**src/hw/rtl/lrsgd_pkg.sv**
```systemverilog
// Shared types, codes and the sigmoid table of the logistic-regression SGD block.
`default_nettype none
package lrsgd_pkg;

    typedef enum logic [3:0] {
        ST_CLEAR,
        ST_IDLE,
        ST_FEAT_MUL,
        ST_FEAT_ADD,
        ST_SIG_LOAD,
        ST_SIG_ERR,
        ST_SIG_COEF,
        ST_UPD_RD,
        ST_UPD_MUL,
        ST_UPD_WR,
        ST_PRED,
        ST_RDOUT
    } state_t;

    localparam logic [1:0] ACT_WR_WEIGHT = 2'd0;
    localparam logic [1:0] ACT_FEATURE   = 2'd1;
    localparam logic [1:0] ACT_READ      = 2'd2;
    localparam logic [1:0] ACT_CLEAR     = 2'd3;

    localparam logic [1:0] CFG_LEARN_RATE  = 2'd0;
    localparam logic [1:0] CFG_REG_WEIGHT  = 2'd1;
    localparam logic [1:0] CFG_UPDATE_MODE = 2'd2;

    localparam logic       KIND_PRED = 1'b0;
    localparam logic       KIND_READ = 1'b1;

    localparam logic [15:0] LEARN_RATE_RST = 16'd655;
    localparam logic signed [47:0] SIG_Z_LIMIT = 48'sd524288;

    function automatic logic [16:0] sig_tab(input logic [4:0] k);
        logic [16:0] v;
        unique case (k)
            5'd0:    v = 17'd22;
            5'd1:    v = 17'd60;
            5'd2:    v = 17'd162;
            5'd3:    v = 17'd439;
            5'd4:    v = 17'd1179;
            5'd5:    v = 17'd3108;
            5'd6:    v = 17'd7812;
            5'd7:    v = 17'd17625;
            5'd8:    v = 17'd32768;
            5'd9:    v = 17'd47911;
            5'd10:   v = 17'd57724;
            5'd11:   v = 17'd62428;
            5'd12:   v = 17'd64357;
            5'd13:   v = 17'd65097;
            5'd14:   v = 17'd65374;
            5'd15:   v = 17'd65476;
            default: v = 17'd65514;
        endcase
        return v;
    endfunction

endpackage
`default_nettype wire

```
**src/hw/rtl/lrsgd_sigmoid.sv**
```systemverilog
// Piecewise-linear sigmoid over [-8,8) with saturation, one register stage inside.
`default_nettype none
module lrsgd_sigmoid
    import lrsgd_pkg::*;
(
    input  wire logic               aclk,
    input  wire logic               load,
    input  wire logic signed [47:0] z,
    output logic [16:0]             h
);

    logic [16:0] lo_reg, lo_next;
    logic [16:0] diff_reg, diff_next;
    logic [15:0] frac_reg, frac_next;
    logic [19:0] u;
    logic [16:0] hi;
    logic [32:0] prod;

    always_comb begin
        u         = 20'(z + SIG_Z_LIMIT);
        lo_next   = sig_tab({1'b0, u[19:16]});
        hi        = sig_tab(5'({1'b0, u[19:16]} + 5'd1));
        diff_next = hi - lo_next;
        frac_next = u[15:0];
        if (z < -SIG_Z_LIMIT) begin
            lo_next   = sig_tab(5'd0);
            diff_next = 17'd0;
        end else if (z >= SIG_Z_LIMIT) begin
            lo_next   = sig_tab(5'd16);
            diff_next = 17'd0;
        end
    end

    always_ff @(posedge aclk) begin
        if (load) begin
            lo_reg   <= lo_next;
            diff_reg <= diff_next;
            frac_reg <= frac_next;
        end
    end

    assign prod = 33'(diff_reg) * 33'(frac_reg);
    assign h    = lo_reg + prod[32:16];

endmodule
`default_nettype wire

```
**config.mk**
```make
export PLATFORM = sky130hd
export DESIGN_NAME = lrsgd_sigmoid
export DESIGN_NICKNAME = d
export VERILOG_FILES = /design/src/hw/rtl/lrsgd_pkg.sv /design/src/hw/rtl/lrsgd_sigmoid.sv
export SDC_FILE = /design/constraint.sdc
export NUM_CORES = 1
export LEC_CHECK = 0
export ABC_AREA = 0
export BUFFER_PORTS_ARGS = -buffer_cell sky130_fd_sc_hd__buf_4
export CAP_MARGIN = 20
export CORE_AREA = 2 2 169 171
export DETAILED_ROUTE_END_ITERATION = 6
export DIE_AREA = 0 0 171 173
export HOLD_SLACK_MARGIN = 0.02
export PLACE_DENSITY = 0.72
export SYNTH_ARGS = -nofsm -noshare
export SYNTH_HDL_FRONTEND = slang
export SYNTH_SLANG_ARGS = --single-unit
```
**constraint.sdc**
```tcl
create_clock -name aclk -period 15 [get_ports aclk]
set_input_delay 1.5 -clock aclk [delete_from_list [all_inputs] [get_ports aclk]]
set_output_delay 1.5 -clock aclk [all_outputs]
set_load 0.005 [all_outputs]
```
# == Word level (Yosys, flattened, before mapping) ==
# Memory sizes are Yosys's and may differ from the RTL's.
# Index checks and enable logic that the tools add are counted.
# word_totals
reg_bits,50
rom_bits,512
memories,2
# memory_table
memory,depth,width,read_ports,rd_clocked_by_memory_dff,wr,line,text
(name not given),16,16,1,0,0,lrsgd_pkg.sv:37,unique case (k)
(name not given),16,16,1,0,0,lrsgd_pkg.sv:37,
# op_classes
add_sub_neg,4
multipliers,1
magnitude_cmp,2
mux,2
reduce_logical,1
# ops
op,n
"48-bit by 21-bit greater-or-equal comparator with 1-bit output, second input constant",1
"48-bit by 20-bit < comparator with 1-bit output, second input constant",1
17-bit by 16-bit multiplier with 33-bit output,1
"20-bit adder, second input constant",1
17-bit adder,1
17-bit two-way mux,1
17-bit subtractor,1
16-bit two-way mux,1
"4-bit by 1-bit adder with 5-bit output, second input constant",1
2-bit OR reduction,1

# == Logic depth before layout (Yosys ltp) ==
# An unclocked memory read counts as a cell.
# logic_depth
depth_word,5
depth_mapped,32
ltp_nobuf,31

# == Least setup slack after synthesis ==
# Ideal clock, no wire load.
# synth_path
path_type,reg2out
start,reg frac_reg[7]
end,out h[16]
arrival_ns,7.529
required_time_ns,13.500
slack_ns,5.971
path_stages_with_launch,32
path_buffers,2
cell_sequence,edfxtp_1 clkbuf_1 clkbuf_1 nand2_1 fa_1 inv_1 fa_1 inv_1 fa_1 inv_1 fa_1 fa_1 inv_1 fa_1 inv_1 ha_1 a21oi_1 o211ai_1 a31oi_1 o2bb2ai_1 o221a_2 a221o_1 xor2_1 ha_1 a21o_1 a21oi_2 a21boi_0 a211oi_1 or3_1 a21oi_2 xnor2_1 xnor2_1
# synth_between
elab_chain_cells,2
# synth_rtl
element,line,text
"start, declared",lrsgd_sigmoid.sv:14,"logic [15:0] frac_reg, frac_next;"
"start signal, assigned",lrsgd_sigmoid.sv:38,frac_reg <= frac_next;
17-bit by 16-bit multiplier with 33-bit output,lrsgd_sigmoid.sv:42,assign prod = 33'(diff_reg) * 33'(frac_reg);
17-bit adder,lrsgd_sigmoid.sv:43,assign h = lo_reg + prod[32:16];
"end, declared",lrsgd_sigmoid.sv:9,output logic [16:0] h
# No other way between the ends.

# == Final worst setup path ==
# Same ends and word-level chain as after synthesis.

==> results.md <==
* Status: finished, final reports clean
* Hold Path Stages at 1
* Slew margin rel. at 28.3%
* Via density per instance at 5.28
* CTS root buf: clkbuf_16
* Final setup vio count at 0
* Starting Density at 44.8%
* Total GRT Usage at 21.2%
* N_diodes at 0
* Hold Violations, Final at 0
* Crit path capture type: primary output
* First-pass GRT wire length at 50400 um
* Port Buffers at 66
* Die Y-Extent at 173 um
* Largest net degree at the start of global routing at 48
* Critical-path cell with the highest stage delay: edfxtp_1
* Prevailing post-synth register cell: edfxtp_1
* Unrepaired setup endpoints after global routing: no
* Seq/Total Area, Yosys at 11.4%
* Detailed Place HPWL at 24500 um
* Yosys warns at 0
* Clk sink count at 47
* Syn Area/Cell at 8.77 um2
* WS Path Type: flop to primary output
* CTS Hold Bufs at 0
* Startpoint types: flop
* Nets at 1833
* Post-Syn Area at 12400 um2
* Maximum single-stage delay on the critical path at 750 ps
* Share of layout cells above drive strength 1 at 6.35%
* Chip width at 171 um
* RD Place Congestion at 0.891
* Final setup TNS at 0 ps
* Post-synth ARST share at 0%
* Synth cell types at 64
* Max reg flops at 17
* Htree depth at 2
* CTS tree: done
* Synthesis-to-layout area growth at 7.49%
* Clk buf depth at 2
* Initial antenna violation count at 0
* Post_cts resized at 0
* CP most frequent cell: fa_1
* Post-synth EDFFs at 47
* Synth Register Bits at 47
* DR vias at 9576
* Max-Cap Viols at 0
* Tmin final at 10090 ps
* Pins Over Slew Limit at 0
* Net Count, Synth at 1812
* Clk slew on worst S/H paths at 80 ps
* Worst endpoint required time at 13500 ps
* Commonest cells after routing, fill and taps aside: 274 x inv_1, 209 x fa_1, 204 x nand2_1, 141 x ha_1, 121 x and2_1
* Die ar. at 29600 um2
* Commonest non-fill, non-tap cell in the layout: inv_1
* HP Class: primary input to flop
* Total CTS buffers at 5
* Number of routed nets with antenna violations at 0
* Vias in the first global route at 9965
* # IOs at 67
* Slew at the pin with the worst max-slew slack at 1070 ps
* Fmax achieved at 99.1 MHz
* Row cnt at 61
* Post-CTS setup buffer count at 0
* Fillers at 2647
* DRC Markers at 0
* Total core area at 27600 um2
* Largest fanout on the critical path at 17
* DRT iter0 DRCs at 636
* Grt ovf at 0
* Mapped Cells at 1412
* Crit path DAT at 8590 ps
* Mean routed wirelength per cell at 16.3 um
* Period Utilization, post-route at 67.3%
* Routed wire length at 29500 um
* Count of TritonRoute iterations in the first routing pass at 6
-- final cells by class --
cell class | count | area, um2 | area share (%)
Inverter | 278 | 1040 | 7.84
Clock buffer | 5 | 125 | 0.939
Sequential cell | 47 | 1410 | 10.6
Tap cell | 378 | 473 | 3.55
Timing Repair Buffer | 67 | 503 | 3.78
Multi-Input combinational cell | 1034 | 9730 | 73.1
Clock inverter | 3 | 27.5 | 0.207
-- routing by layer --
layer | up-vias | wire (um) | GRT usage [%]
li1 | 4510 | - | -
met1 | 4667 | 12400 | 28.4
met2 | 348 | 14400 | 36.0
met3 | 51 | 1880 | 3.07
met4 | 0 | 887 | 5.79
met5 | - | 0 | 0
-- kinds of logic (layout without fill, tap and decap cells) --
family	after synthesis	after routing	synth area share (%)
AO/OA/AOI/OAI	186	186	9.50
XOR/XNOR	47	47	3.32
adder cells (fa/ha/maj)	350	350	48.0
buffers and inverters	331	353	10.0
flip-flops	47	47	11.4
multiplexers	1	1	0.0808
AND/OR/NAND/NOR	450	450	17.7
-- worst max-delay path: cells and delay by family (launching register included) --
family / cells / cell delay [ps]
fa+ha+maj: 8 / 3630
simple gates: 3 / 770
flops: 1 / 750
compound gates: 10 / 2320
xor+xnor: 3 / 420
buf+inv: 6 / 390
-- worst paths after layout --
| check | startpoint | endpoint | slack, ps |
|---|---|---|---|
| min | z[12] | frac_reg[12] | 1370 |
| max | frac_reg[7] | h[16] | 4910 |
-- synth_stat cells (5+ instances only) --
library cell / count / area [um2]
ha_1: 141 / 1760
a21o_1: 13 / 97.6
fa_1: 209 / 4180
nand3_1: 11 / 55.1
a31oi_1: 11 / 68.8
xnor2_1: 29 / 254
nand2_1: 204 / 766
a21oi_1: 60 / 300
o21a_1: 5 / 37.5
nand4_1: 16 / 100
o21ai_1: 20 / 100
nor2b_1: 5 / 31.3
nor4_1: 8 / 50.1
edfxtp_1: 47 / 1410
and2_1: 121 / 757
xor2_1: 18 / 158
clkbuf_1: 50 / 188
inv_1: 274 / 1030
a211oi_1: 9 / 67.6
o211ai_1: 10 / 75.1
nor2_1: 46 / 173
nor3_1: 12 / 60.1
and3_1: 5 / 31.3
o21ai_0: 22 / 110
-- through the flow --
stage          std cells  worst slack [ps]  utilization [%]  hold slack [ps]  area (um2)
2_1_floorplan       1412              5970                -             1600       12400
3_3_place_gp        1804              5430             47.6             1680       13200
3_5_place_dp        1804              5280             47.6             1680       13200
4_1_cts             1812              4930             48.2             1360       13300
5_1_grt             1812              4580             48.2             1360       13300
6_report            1812              4910             48.2             1370       13300
Power is not shown: default switching activity piles up to over one toggle a cycle in this logic, so the estimate is an artifact.
